## config.mk

```make
export PLATFORM = sky130hd
export DESIGN_NAME = coordinate_seeded_lcg_picker
export DESIGN_NICKNAME = d
export VERILOG_FILES = /design/src/hdl/lcp_pkg.sv /design/src/hdl/lcp_mac.sv /design/src/hdl/coordinate_seeded_lcg_picker.sv
export SDC_FILE = /design/constraint.sdc
export NUM_CORES = 2
export LEC_CHECK = 0
export ABC_AREA = 1
export BUFFER_PORTS_ARGS = -buffer_cell sky130_fd_sc_hd__buf_2
export CAP_MARGIN = 20
export CORE_MARGIN = 2
export CORE_UTILIZATION = 24
export DETAILED_ROUTE_END_ITERATION = 12
export GPL_TIMING_DRIVEN = 0
export SYNTH_ARGS = -nofsm -noshare
export SYNTH_HDL_FRONTEND = slang
export SYNTH_SLANG_ARGS = --single-unit
export TNS_END_PERCENT = 5
```

## constraint.sdc

```tcl
create_clock -name clk -period 25.1 [get_ports clk]
set_clock_uncertainty 0.15 [all_clocks]
set_input_delay 3.765 -clock clk [delete_from_list [all_inputs] [get_ports clk]]
set_output_delay 3.765 -clock clk [all_outputs]
set_load 0.02 [all_outputs]
```

## src/hdl/lcp_pkg.sv

```systemverilog
// ----------------------------------------------------------------------------
// lcp_pkg
// Shared types, constants and helpers for the coordinate-seeded lcg picker.
// ----------------------------------------------------------------------------
package lcp_pkg;

	localparam logic [63:0] LCG_MUL      = 64'h5851F42D4C957F2D;
	localparam logic [63:0] LCG_ADD      = 64'h14057B7EF767814F;
	localparam logic [63:0] HASH_MUL     = 64'd1284865837;
	localparam logic [63:0] HASH_SUB_NEG = 64'd0 - 64'd144211633;

	localparam logic [2:0] OP_POS   = 3'd0;
	localparam logic [2:0] OP_DRAW  = 3'd1;
	localparam logic [2:0] OP_PICK2 = 3'd2;
	localparam logic [2:0] OP_PICK4 = 3'd3;
	localparam logic [2:0] OP_MODE  = 3'd4;

	// configuration register indexes
	localparam logic REG_SALT  = 1'b0;
	localparam logic REG_WORLD = 1'b1;

	// microcode step ranges of the shared multiply-add unit
	localparam logic [4:0] STEP_DERIVE_FIRST = 5'd0;
	localparam logic [4:0] STEP_DERIVE_LAST  = 5'd11;
	localparam logic [4:0] STEP_POS_FIRST    = 5'd12;
	localparam logic [4:0] STEP_POS_LAST     = 5'd21;
	localparam logic [4:0] STEP_DRAW_FIRST   = 5'd22;
	localparam logic [4:0] STEP_DRAW_LAST    = 5'd23;

	typedef struct packed {
		logic        start;
		logic [63:0] x;
		logic [63:0] y;
		logic [63:0] z;
	} mac_req_t;

	// majority rule over four values: {hit, value}
	function automatic logic [8:0] mode_of(input logic [7:0] i, input logic [7:0] j,
		input logic [7:0] k, input logic [7:0] l);
		logic [8:0] r;
		r = {1'b0, 8'd0};
		if (j == k && k == l) r = {1'b1, j};
		else if (i == j && j == k) r = {1'b1, i};
		else if (i == j && j == l) r = {1'b1, i};
		else if (i == k && k == l) r = {1'b1, i};
		else if (i == j && k != l) r = {1'b1, i};
		else if (i == k && j != l) r = {1'b1, i};
		else if (i == l && j != k) r = {1'b1, i};
		else if (j == k && i != l) r = {1'b1, j};
		else if (j == l && i != k) r = {1'b1, j};
		else if (k == l && i != j) r = {1'b1, k};
		return r;
	endfunction

endpackage

```

## src/hdl/lcp_mac.sv

```systemverilog
// ----------------------------------------------------------------------------
// lcp_mac
// 64-bit wrapping multiply-add x*y+z, one 32x32 partial product per cycle.
// ----------------------------------------------------------------------------
module lcp_mac (
	input  logic             clk,
	input  logic             arst_n,
	input  lcp_pkg::mac_req_t req,
	output logic             done,
	output logic [63:0]      acc
);

	logic        busy_q;
	logic [1:0]  phase_q;
	logic        done_q;
	logic [63:0] acc_q;
	logic [31:0] ma;
	logic [31:0] mb;
	logic [63:0] prod;

	always_comb begin
		case (phase_q)
			2'd0: begin
				ma = req.x[31:0];
				mb = req.y[31:0];
			end
			2'd1: begin
				ma = req.x[31:0];
				mb = req.y[63:32];
			end
			default: begin
				ma = req.x[63:32];
				mb = req.y[31:0];
			end
		endcase
	end

	assign prod = {32'd0, ma} * {32'd0, mb};

	always_ff @(posedge clk or negedge arst_n) begin
		if (!arst_n) begin
			busy_q  <= 1'b0;
			phase_q <= 2'd0;
			done_q  <= 1'b0;
		end else begin
			done_q <= 1'b0;
			if (busy_q) begin
				if (phase_q == 2'd2) begin
					busy_q <= 1'b0;
					done_q <= 1'b1;
				end
				phase_q <= phase_q + 2'd1;
			end else if (req.start) begin
				busy_q  <= 1'b1;
				phase_q <= 2'd0;
			end
		end
	end

	// cross products only reach the upper word
	always_ff @(posedge clk) begin
		if (busy_q) begin
			if (phase_q == 2'd0) acc_q <= req.z + prod;
			else acc_q <= acc_q + {prod[31:0], 32'd0};
		end
	end

	assign done = done_q;
	assign acc  = acc_q;

endmodule

```

## src/hdl/coordinate_seeded_lcg_picker.sv

```systemverilog
// ----------------------------------------------------------------------------
// coordinate_seeded_lcg_picker
// Position-seeded random generator on a 64-bit quadratic lcg.
// ----------------------------------------------------------------------------
// All 64-bit arithmetic runs on one shared multiply-add unit that builds each
// product from three 32x32 partial products. A position word takes 10
// multiply-adds. Draw and random picks run a one-bit-per-cycle restoring
// remainder on the 40-bit shifted running value, then 2 multiply-adds to
// advance it. Mode-or-random words with a majority and unused operation codes
// finish in the accept cycle. A configuration write recomputes the mixed salt
// and layer seed, with input held off.
module coordinate_seeded_lcg_picker #(
	parameter int MAX_BOUND = 4096
) (
	input  logic        clk,
	input  logic        arst_n,
	input  logic        cfg_valid,
	output logic        cfg_ready,
	input  logic        cfg_index,
	input  logic [63:0] cfg_data,
	input  logic        in_valid,
	output logic        in_ready,
	input  logic [2:0]  operation,
	input  logic signed [31:0] pos_x,
	input  logic signed [31:0] pos_y,
	input  logic [12:0] bound,
	input  logic [7:0]  value_a,
	input  logic [7:0]  value_b,
	input  logic [7:0]  value_c,
	input  logic [7:0]  value_d,
	output logic        out_valid,
	input  logic        out_ready,
	output logic [11:0] result_value
);

	localparam logic [16:0] MaxB    = 17'(MAX_BOUND);
	localparam int          DivBits = 40;

	typedef enum logic [3:0] {
		ST_IDLE  = 4'b0001,
		ST_ISSUE = 4'b0010,
		ST_WAIT  = 4'b0100,
		ST_DIV   = 4'b1000
	} state_t;

	typedef enum logic [2:0] {
		DST_T, DST_V, DST_U, DST_MIX, DST_SEED, DST_RUN
	} dst_t;

	state_t      state_q;
	logic [4:0]  step_q;
	logic [63:0] salt_q, wseed_q, mix_q, seed_q, run_q;
	logic [63:0] xi_q, yi_q, t_q, v_q, u_q;
	logic [2:0]  op_q;
	logic [7:0]  a_q, b_q, c_q, d_q;
	logic [12:0] bnd_q;
	logic [39:0] dq_q;
	logic [12:0] rem_q;
	logic        neg_q;
	logic [5:0]  cnt_q;
	logic [11:0] res_q;
	logic        res_valid_q;

	lcp_pkg::mac_req_t req;
	dst_t        dst;
	logic        mac_done;
	logic [63:0] mac_acc;

	logic        in_acc, cfg_acc;
	logic [8:0]  mode_r;
	logic [12:0] eff_bnd;
	logic [39:0] sh, mag;
	logic [13:0] tr;
	logic [12:0] rem_d, r_d;
	logic [11:0] pick_d;
	logic        last_step;
	logic        res_fire;

	lcp_mac u_mac (
		.clk    (clk),
		.arst_n (arst_n),
		.req    (req),
		.done   (mac_done),
		.acc    (mac_acc)
	);

	assign cfg_ready = (state_q == ST_IDLE);
	assign in_ready  = (state_q == ST_IDLE) && !cfg_valid && (!res_valid_q || out_ready);
	assign cfg_acc   = cfg_valid && cfg_ready;
	assign in_acc    = in_valid && in_ready;
	assign out_valid = res_valid_q;
	assign result_value = res_q;

	assign mode_r = lcp_pkg::mode_of(value_a, value_b, value_c, value_d);

	always_comb begin
		if (bound == 13'd0) eff_bnd = 13'd1;
		else if ({4'd0, bound} > MaxB) eff_bnd = MaxB[12:0];
		else eff_bnd = bound;
	end

	assign sh  = run_q[63:24];
	assign mag = run_q[63] ? (40'd0 - sh) : sh;

	// one remainder bit per cycle
	assign tr    = {rem_q, dq_q[39]};
	assign rem_d = (tr >= {1'b0, bnd_q}) ? 13'(tr - {1'b0, bnd_q}) : tr[12:0];
	assign r_d   = neg_q ? ((rem_d == 13'd0) ? 13'd0 : bnd_q - rem_d) : rem_d;

	always_comb begin
		case (op_q)
			lcp_pkg::OP_DRAW:  pick_d = r_d[11:0];
			lcp_pkg::OP_PICK2: pick_d = {4'd0, (r_d == 13'd0) ? a_q : b_q};
			default: begin
				case (r_d[1:0])
					2'd0:    pick_d = {4'd0, a_q};
					2'd1:    pick_d = {4'd0, b_q};
					2'd2:    pick_d = {4'd0, c_q};
					default: pick_d = {4'd0, d_q};
				endcase
			end
		endcase
	end

	// microcode: dst = x * y + z
	always_comb begin
		req.start = (state_q == ST_ISSUE);
		req.x = lcp_pkg::LCG_MUL;
		req.y = v_q;
		req.z = lcp_pkg::LCG_ADD;
		dst   = DST_T;
		unique case (step_q)
			5'd0:  req.y = salt_q;
			5'd1:  begin req.x = salt_q; req.y = t_q; req.z = salt_q; dst = DST_V; end
			5'd2:  ;
			5'd3:  begin req.x = t_q; req.y = v_q; req.z = salt_q; dst = DST_V; end
			5'd4:  ;
			5'd5:  begin req.x = v_q; req.y = t_q; req.z = salt_q; dst = DST_MIX; end
			5'd6:  req.y = {wseed_q[31:0], wseed_q[31:0]};
			5'd7:  begin req.x = wseed_q; req.y = t_q; req.z = mix_q; dst = DST_V; end
			5'd8:  ;
			5'd9:  begin req.x = v_q; req.y = t_q; req.z = mix_q; dst = DST_V; end
			5'd10: ;
			5'd11: begin req.x = v_q; req.y = t_q; req.z = mix_q; dst = DST_SEED; end
			5'd12: req.y = seed_q;
			5'd13: begin req.x = t_q; req.y = seed_q; req.z = xi_q; dst = DST_V; end
			5'd14: begin req.x = lcp_pkg::HASH_MUL; req.z = lcp_pkg::HASH_SUB_NEG; end
			5'd15: begin req.x = v_q; req.y = t_q; req.z = yi_q; dst = DST_U; end
			5'd16: begin
				req.x = lcp_pkg::HASH_MUL; req.y = {32'd0, u_q[31:0]};
				req.z = lcp_pkg::HASH_SUB_NEG; dst = DST_U;
			end
			5'd17: ;
			5'd18: begin req.x = v_q; req.y = t_q; req.z = yi_q; end
			5'd19: begin
				req.x = {u_q[31:0], u_q[31:0]}; req.y = t_q; req.z = xi_q; dst = DST_V;
			end
			5'd20: begin
				req.x = lcp_pkg::HASH_MUL; req.y = {32'd0, v_q[31:0]};
				req.z = lcp_pkg::HASH_SUB_NEG; dst = DST_U;
			end
			5'd21: begin
				req.x = {u_q[31:0], u_q[31:0]}; req.y = v_q; req.z = yi_q; dst = DST_RUN;
			end
			5'd22: req.y = run_q;
			5'd23: begin req.x = run_q; req.y = t_q; req.z = seed_q; dst = DST_RUN; end
			default: ;
		endcase
	end

	assign last_step = (step_q == lcp_pkg::STEP_DERIVE_LAST) ||
		(step_q == lcp_pkg::STEP_POS_LAST) || (step_q == lcp_pkg::STEP_DRAW_LAST);

	// a result word is complete this cycle; out_valid is registered from it
	always_comb begin
		res_fire = 1'b0;
		if (state_q == ST_WAIT && mac_done && last_step &&
			step_q != lcp_pkg::STEP_DERIVE_LAST) res_fire = 1'b1;
		if (in_acc) begin
			unique case (operation)
				lcp_pkg::OP_POS, lcp_pkg::OP_DRAW, lcp_pkg::OP_PICK2,
				lcp_pkg::OP_PICK4: ;
				lcp_pkg::OP_MODE: res_fire = mode_r[8];
				default: res_fire = 1'b1;
			endcase
		end
	end

	always_ff @(posedge clk or negedge arst_n) begin
		if (!arst_n) begin
			state_q     <= ST_IDLE;
			step_q      <= 5'd0;
			salt_q      <= 64'd0;
			wseed_q     <= 64'd0;
			mix_q       <= 64'd0;
			seed_q      <= 64'd0;
			run_q       <= 64'd0;
			cnt_q       <= 6'd0;
			res_valid_q <= 1'b0;
		end else begin
			if (res_fire) res_valid_q <= 1'b1;
			else if (out_valid && out_ready) res_valid_q <= 1'b0;
			unique case (state_q)
				ST_IDLE: begin
					if (cfg_acc) begin
						if (cfg_index == lcp_pkg::REG_SALT) salt_q <= cfg_data;
						else wseed_q <= {32'd0, cfg_data[31:0]};
						step_q  <= lcp_pkg::STEP_DERIVE_FIRST;
						state_q <= ST_ISSUE;
					end else if (in_acc) begin
						unique case (operation)
							lcp_pkg::OP_POS: begin
								step_q  <= lcp_pkg::STEP_POS_FIRST;
								state_q <= ST_ISSUE;
							end
							lcp_pkg::OP_DRAW, lcp_pkg::OP_PICK2, lcp_pkg::OP_PICK4: begin
								cnt_q   <= 6'd0;
								state_q <= ST_DIV;
							end
							lcp_pkg::OP_MODE: begin
								if (!mode_r[8]) begin
									cnt_q   <= 6'd0;
									state_q <= ST_DIV;
								end
							end
							default: ;
						endcase
					end
				end
				ST_ISSUE: state_q <= ST_WAIT;
				ST_WAIT: begin
					if (mac_done) begin
						case (dst)
							DST_MIX:  mix_q  <= mac_acc;
							DST_SEED: seed_q <= mac_acc;
							DST_RUN:  run_q  <= mac_acc;
							default:  ;
						endcase
						if (last_step) begin
							state_q <= ST_IDLE;
						end else begin
							step_q  <= step_q + 5'd1;
							state_q <= ST_ISSUE;
						end
					end
				end
				ST_DIV: begin
					cnt_q <= cnt_q + 6'd1;
					if (cnt_q == 6'(DivBits - 1)) begin
						step_q  <= lcp_pkg::STEP_DRAW_FIRST;
						state_q <= ST_ISSUE;
					end
				end
				default: state_q <= ST_IDLE;
			endcase
		end
	end

	// payload registers
	always_ff @(posedge clk) begin
		if (in_acc) begin
			op_q  <= operation;
			xi_q  <= {{32{pos_x[31]}}, pos_x};
			yi_q  <= {{32{pos_y[31]}}, pos_y};
			a_q   <= value_a;
			b_q   <= value_b;
			c_q   <= value_c;
			d_q   <= value_d;
			dq_q  <= mag;
			neg_q <= run_q[63];
			rem_q <= 13'd0;
			res_q <= (operation == lcp_pkg::OP_MODE && mode_r[8]) ?
				{4'd0, mode_r[7:0]} : 12'd0;
			if (operation == lcp_pkg::OP_DRAW) bnd_q <= eff_bnd;
			else if (operation == lcp_pkg::OP_PICK2) bnd_q <= 13'd2;
			else bnd_q <= 13'd4;
		end
		if (state_q == ST_DIV) begin
			rem_q <= rem_d;
			dq_q  <= {dq_q[38:0], 1'b0};
			if (cnt_q == 6'(DivBits - 1)) res_q <= pick_d;
		end
		if (state_q == ST_WAIT && mac_done) begin
			case (dst)
				DST_T:   t_q <= mac_acc;
				DST_V:   v_q <= mac_acc;
				DST_U:   u_q <= mac_acc;
				default: ;
			endcase
		end
	end

endmodule

```

Yosys cells after proc, flatten, opt, wreduce, memory -nomap -nowiden
Cells that the tools add are included.
{ "totals": {"regBits": 710, "latchBits": 0, "ramBits": 0, "rom_bits": 0, "inputBits": 182, "out_inout_bits": 15, "wordCells": 235, "memories": 0} }
{ "op_classes": {"add_sub_neg": 8, "multipliers": 1, "n_div": 0, "order_cmp": 2, "n_eq_ne": 62, "shift": 0, "n_mux": 68, "bitwise_logic": 1, "n_reduce_logical": 64} }
{ "op_table": {"columns": ["operator", "count"], "rows": [
  ["$pmux W64 S7", 2],
  ["$pmux W64 S6", 1],
  ["$add A64 B64 Y64", 2],
  ["$mux W40", 3],
  ["$mux W13", 8],
  ["$mux W9", 10],
  ["$mul A32 B32 Y64", 1],
  ["$mux W32", 2],
  ["$mux W64", 1],
  ["$eq A8 B8 Y1", 6],
  ["$ne A8 B8 Y1", 6],
  ["$sub A1 B40 Y40 const A", 1],
  ["$logic_not A13 Y1", 3],
  ["$mux W12", 3],
  ["$eq A5 B5 Y1 const B", 7],
  ["$eq A5 B4 Y1 const B", 6],
  ["$mux W5", 6],
  ["$sub A13 B13 Y13", 2],
  ["$pmux W12 S2", 1],
  ["$pmux W6 S2", 2],
  ["$pmux W8 S3", 1],
  ["$mux W4", 5],
  ["$logic_and A1 B1 Y1", 19],
  ["$mux W6", 3],
  ["other kinds (52)", 105]
]} }

Depth between registers and ports, before layout
{ "depth": {"ltp_word": 17, "depth_mapped": 62, "ltp_nobuf": 60} }

Hierarchy
From an unflattened synthesis, not the netlist that was laid out.
{ "hier_totals": {"hier_cells": 9472, "area_unflattened_um2": 76524.6} }
{ "by_module_without_submodules": {"columns": ["module", "n_inst", "cells_per_inst", "area_each_um2", "seq_area_each_um2"], "rows": [
  ["lcp_mac", 1, 5701, 43454.2, 2021.9],
  ["coordinate_seeded_lcg_picker", 1, 3771, 33070.5, 17628.2]
]} }

Worst setup path after synthesis
Ideal clock, no wire load.
{ "synth_path": {"path_kind": "reg2reg", "start": "register step_q[1]", "end": "register u_mac.acc_q[59], in the netlist u_mac.acc[59], data pin", "setup_time_ns": 0.258, "arrival_ns": 9.913, "setup_slack_ns": 14.779, "path_stages_with_launch": 49, "path_buffers": 3, "cell_sequence": "dfrtp_1 -> inv_1 -> ha_1 -> inv_1 -> nor2_1 -> inv_1 -> nor2_1 -> a31oi_1 -> clkinv_1 -> buf_2 -> clkbuf_1 -> a221oi_1 -> o2111ai_1 -> nand2_1 -> buf_2 -> nor2_1 -> fa_1 -> inv_1 -> [... 13 more ...] -> a31oi_1 -> a21boi_0 -> o21ai_0 -> a21boi_0 -> o21ai_0 -> xor2_1 -> ha_1 -> nand2_1 -> nor2_1 -> inv_1 -> nor2_1 -> nand2_1 -> o211ai_1 -> nand3_1 -> o211ai_1 -> a21oi_1 -> o21ai_0 -> nand2_1"} }
{ "synth_via": {"elab_chain_cells": 7, "elab_cells_between_ends": 38, "cone_classes": "2 x add/sub; 1 x mul; 18 x eq/ne; 6 x mux; 11 x reduce/logical"} }
{ "synth_lines": {"columns": ["element", "line", "source"], "rows": [
  ["start, declared", "coordinate_seeded_lcg_picker.sv:51", "logic [4:0] step_q;"],
  ["start signal, assigned", "coordinate_seeded_lcg_picker.sv:208", "step_q <= lcp_pkg::STEP_DERIVE_FIRST;"],
  ["start signal, assigned", "coordinate_seeded_lcg_picker.sv:213", "step_q <= lcp_pkg::STEP_POS_FIRST;"],
  ["start signal, assigned", "coordinate_seeded_lcg_picker.sv:242", "step_q <= step_q + 5'd1;"],
  ["$eq A5 B4 Y1 (tied with other cells)", "coordinate_seeded_lcg_picker.sv:132", "unique case (step_q)"],
  ["$reduce_or A9 Y1 (no source line) (tied with other cells)", null, null],
  ["$pmux W64 S7", "coordinate_seeded_lcg_picker.sv:132", null],
  ["$mux W32", "lcp_mac.sv:22", "case (phase_q)"],
  ["$mul A32 B32 Y64", "lcp_mac.sv:38", "assign prod = {32'd0, ma} * {32'd0, mb};"],
  ["$add A64 B64 Y64, on equally long branches", "lcp_mac.sv:64, lcp_mac.sv:63", null],
  ["$mux W64 (*)", "lcp_mac.sv:63", "if (phase_q == 2'd0) acc_q <= req.z + prod;"],
  ["end signal, assigned", "lcp_mac.sv:63", null],
  ["end signal, assigned", "lcp_mac.sv:64", "else acc_q <= acc_q + {prod[31:0], 32'd0};"],
  ["end, declared", "lcp_mac.sv:16", "logic [63:0] acc_q;"]
]} }
Every way passes the cells marked *; elsewhere a longest branch is shown, timed or not.
A chain may end at the register's enable or synchronous reset.

Final worst setup path
{ "layout_path": {"start": "register u_mac.phase_q[0]", "end": "register u_mac.acc_q[55], in the netlist u_mac.acc[55], data pin"} }
{ "layout_via": {"elab_chain_cells": 6, "elab_cells_between_ends": 9, "cone_classes": "2 x add/sub; 1 x mul; 1 x eq/ne; 3 x mux; 2 x reduce/logical"} }
{ "layout_lines": {"columns": ["element", "line", "source"], "rows": [
  ["start, declared", "lcp_mac.sv:14", "logic [1:0] phase_q;"],
  ["start signal, assigned", "lcp_mac.sv:52", "phase_q <= phase_q + 2'd1;"],
  ["$eq A2 B1 Y1 / $logic_not A2 Y1 (equally long branches)", "lcp_mac.sv:22, lcp_mac.sv:63", null],
  ["$reduce_or A2 Y1 (no source line)", null, null],
  ["$mux W32", "lcp_mac.sv:22", null],
  ["$mul A32 B32 Y64", "lcp_mac.sv:38", null],
  ["$add A64 B64 Y64, on equally long branches", "lcp_mac.sv:64, lcp_mac.sv:63", null],
  ["$mux W64 (*)", "lcp_mac.sv:63", null]
]} }
Marked as above.

==> run summary <==
outcome -> finished, violations left
r2r startpoint -> u_mac.phase_q[0]
setup bufs post-CTS -> 0
H-tree levels -> 3
slowest stage delay, CP -> 0.90 ns
largest net degree at the start of global routing -> 111
path depth of the worst reg2reg path -> 44
first drt pass iteration count -> 12
clk buf depth -> 3
crit path DAT -> 16.32 ns
Total Wirelength -> 359000 um
starting density of the core -> 24.1%
CORE AREA -> 306000 um2
critical path's top delay family -> adder cells
Post-DP HPWL -> 291000 um
initial antenna violation count -> 48
Final setup viols -> 0
fin nets -> 10700
Post-Syn Area per Cell -> 8.25 um2
CTS tree -> done
flops & latches, synth -> 710
Reg2Reg Setup Slack -> 9.06 ns
WP buf/inv -> 13
slowest CP cell -> clkinv_1
WL per Instance -> 26.6 um
worst skew pair latency -> 0.75 ns
Max Fclk -> 0.0624 GHz
CP max FO -> 10
Tightest Pin Transition -> 1.52 ns
CTS buffer count -> 84
Crit Path Category -> register to register
post-synth net total -> 10400
fin crit period -> 16.04 ns
cell taking the most area after synthesis -> fa_1
DRC errors left -> 5
Clock Sinks -> 710
Setup TNS -> 0 ns
commonest non-fill, non-tap cell in the layout -> nand2_1
Root Buffer -> clkbuf_16
Reg2Reg Capture Point -> u_mac.acc[55]
PortBufs -> 196
failing checks -> design-rule violations, max-slew violations
vias -> 68400
Pins Over Slew Limit -> 5
Crit. End Element -> register
top cell type's share of synthesized area -> 24.4%
Most Frequent Cell on Critical Path -> inv_1
number of enable flip-flop cells after synthesis -> 389
post-synthesis instance area -> 73900 um2
Die W -> 559 um
most frequent cells in the layout -> 1778 x nand2_1, 1688 x inv_1, 965 x nor2_1
Die Ht -> 559 um
ys async rst share -> 43.4%
Final Hold Vio Count -> 0
WHS Path Cells -> 2
crit share post-route -> 63.9%
row cnt -> 203
Vias/cell -> 5.08
initial drt markers -> 8917
Overflow after GRT -> 0
Max Cap Viol -> 0
max_slew headroom -> -1.02%
count of cell types in the netlist -> 71
Hold Crit Endpoint -> dq_q[0]
die area -> 312000 um2
Most used DFF post-synth -> edfxtp_1
WP data required -> 25.38 ns
share of cells above drive strength 1 -> 6.44%
RD Place Congestion -> 1.11
WHS -> 0.335 ns
Seq/Total Area, Yosys -> 26.6%
vias in the first global route -> 66700
CTS resizes -> 0
Critical Path Start Type -> register
num ports -> 197
clock-pin slew on the worst setup and hold paths -> 0.06 ns
hold path start -> dq_q[0]
Syn. warnings -> 0
Post-Syn Instances -> 8952
gr usage total -> 22.6%
HP Class -> register to register
# hold bufs at CTS -> 0
ANT nets after route -> 0
RSZ-0062 raised after global routing -> no
first-pass GRT wire length -> 500000 um
synthesis-to-finish area growth -> 13.3%
Area contributors post-synth -> fa_1 24%, edfxtp_1 16%, dfrtp_1 10%
==> worst max-delay path by stage <==
stage / from / end / slack (ns) / cells after the start
after floorplan: step_q[1] / u_mac.acc[59] / 14.78 / 48
after global placement: u_mac.phase_q[0] / u_mac.acc[51] / 9.45 / 40
after detailed placement: u_mac.phase_q[0] / u_mac.acc[55] / 9.86 / 44
after CTS: u_mac.phase_q[0] / u_mac.acc[51] / 9.75 / 46
after global routing: u_mac.phase_q[0] / u_mac.acc[55] / 8.96 / 44
final: u_mac.phase_q[0] / u_mac.acc[55] / 9.06 / 44
==> area by class of cell <==
class,count,area (um2)
well taps,4100,5130
multi-input cells,6140,46200
fillers,33300,222000
plain buffers,363,1520
flip-flops and latches,710,19700
clock inverters,51,616
repair buffers,236,1670
clock buffers,106,2270
inverters,1739,6530
diodes,21,52.6
==> synthesized netlist by cell type (27+ instances only) <==
| cell | count |
|---|---|
| nor3_1 | 56 |
| o2111ai_1 | 44 |
| dfrtp_1 | 307 |
| nand2_1 | 1779 |
| nor2_1 | 967 |
| a31oi_1 | 59 |
| buf_2 | 103 |
| a22oi_1 | 48 |
| fa_1 | 900 |
| nand4_1 | 104 |
| o21ai_0 | 568 |
| ha_1 | 392 |
| xnor2_1 | 48 |
| a21oi_1 | 484 |
| a221oi_1 | 117 |
| inv_1 | 1688 |
| nand3_1 | 175 |
| inv_2 | 37 |
| edfxtp_1 | 389 |
| clkbuf_1 | 234 |
| xor2_1 | 93 |
| o21a_1 | 27 |
==> metal layers <==
| layer | vias up | track usage [%] | routed length (um) | share of wire [%] |
|---|---|---|---|---|
| li1 | 29100 | - | - | - |
| met5 | - | 0.417 | 318 | 0.089 |
| met2 | 4283 | 34.2 | 153000 | 43 |
| met4 | 24 | 17.1 | 33900 | 9.5 |
| met1 | 33800 | 27.0 | 130000 | 36 |
| met3 | 1156 | 6.70 | 41200 | 11 |
==> logic make-up after synthesis <==
| kind of cell | share of synthesized area, % |
|---|---|
| and+or+nand+nor | 17.2 |
| muxes | 0.244 |
| xor gates and xnor gates | 1.67 |
| AOI/OAI and AO/OA | 12.4 |
| adders and majority gates | 31.0 |
| buffers and inverters | 10.9 |
| DFF | 26.6 |
==> registers in the layout (all words and copies together), names as in the netlist, 32 cells and up <==
| name | flops |
|---|---|
| dq_q | 40 |
| mix_q | 64 |
| run_q | 64 |
| salt_q | 64 |
| seed_q | 64 |
| t_q | 64 |
| u_mac.acc | 64 |
| u_q | 32 |
| v_q | 64 |
| wseed_q | 32 |
| xi_q | 32 |
| yi_q | 32 |
==> tightest hold or removal path: stages, from the launching register on <==
cell	delay, ns
dfxtp_1	0.30
inv_1	0.06
o22ai_1	0.07
==> stage by stage <==
step | area [um2] | std cells | setup slack (ns) | util (%)
detailed placement | 80600 | 13300 | 9.86 | 26.3
finish | 83700 | 13500 | 9.06 | 27.3
CTS | 83500 | 13400 | 9.75 | 27.3
global placement | 80000 | 13200 | 9.45 | 26.1
floorplan | 73900 | 8952 | 14.78 | -
global route | 83600 | 13400 | 8.96 | 27.3
Power is left out: the tool's default activity adds up to more than one toggle a clock period on the data nets, which glitch-free logic cannot reach.
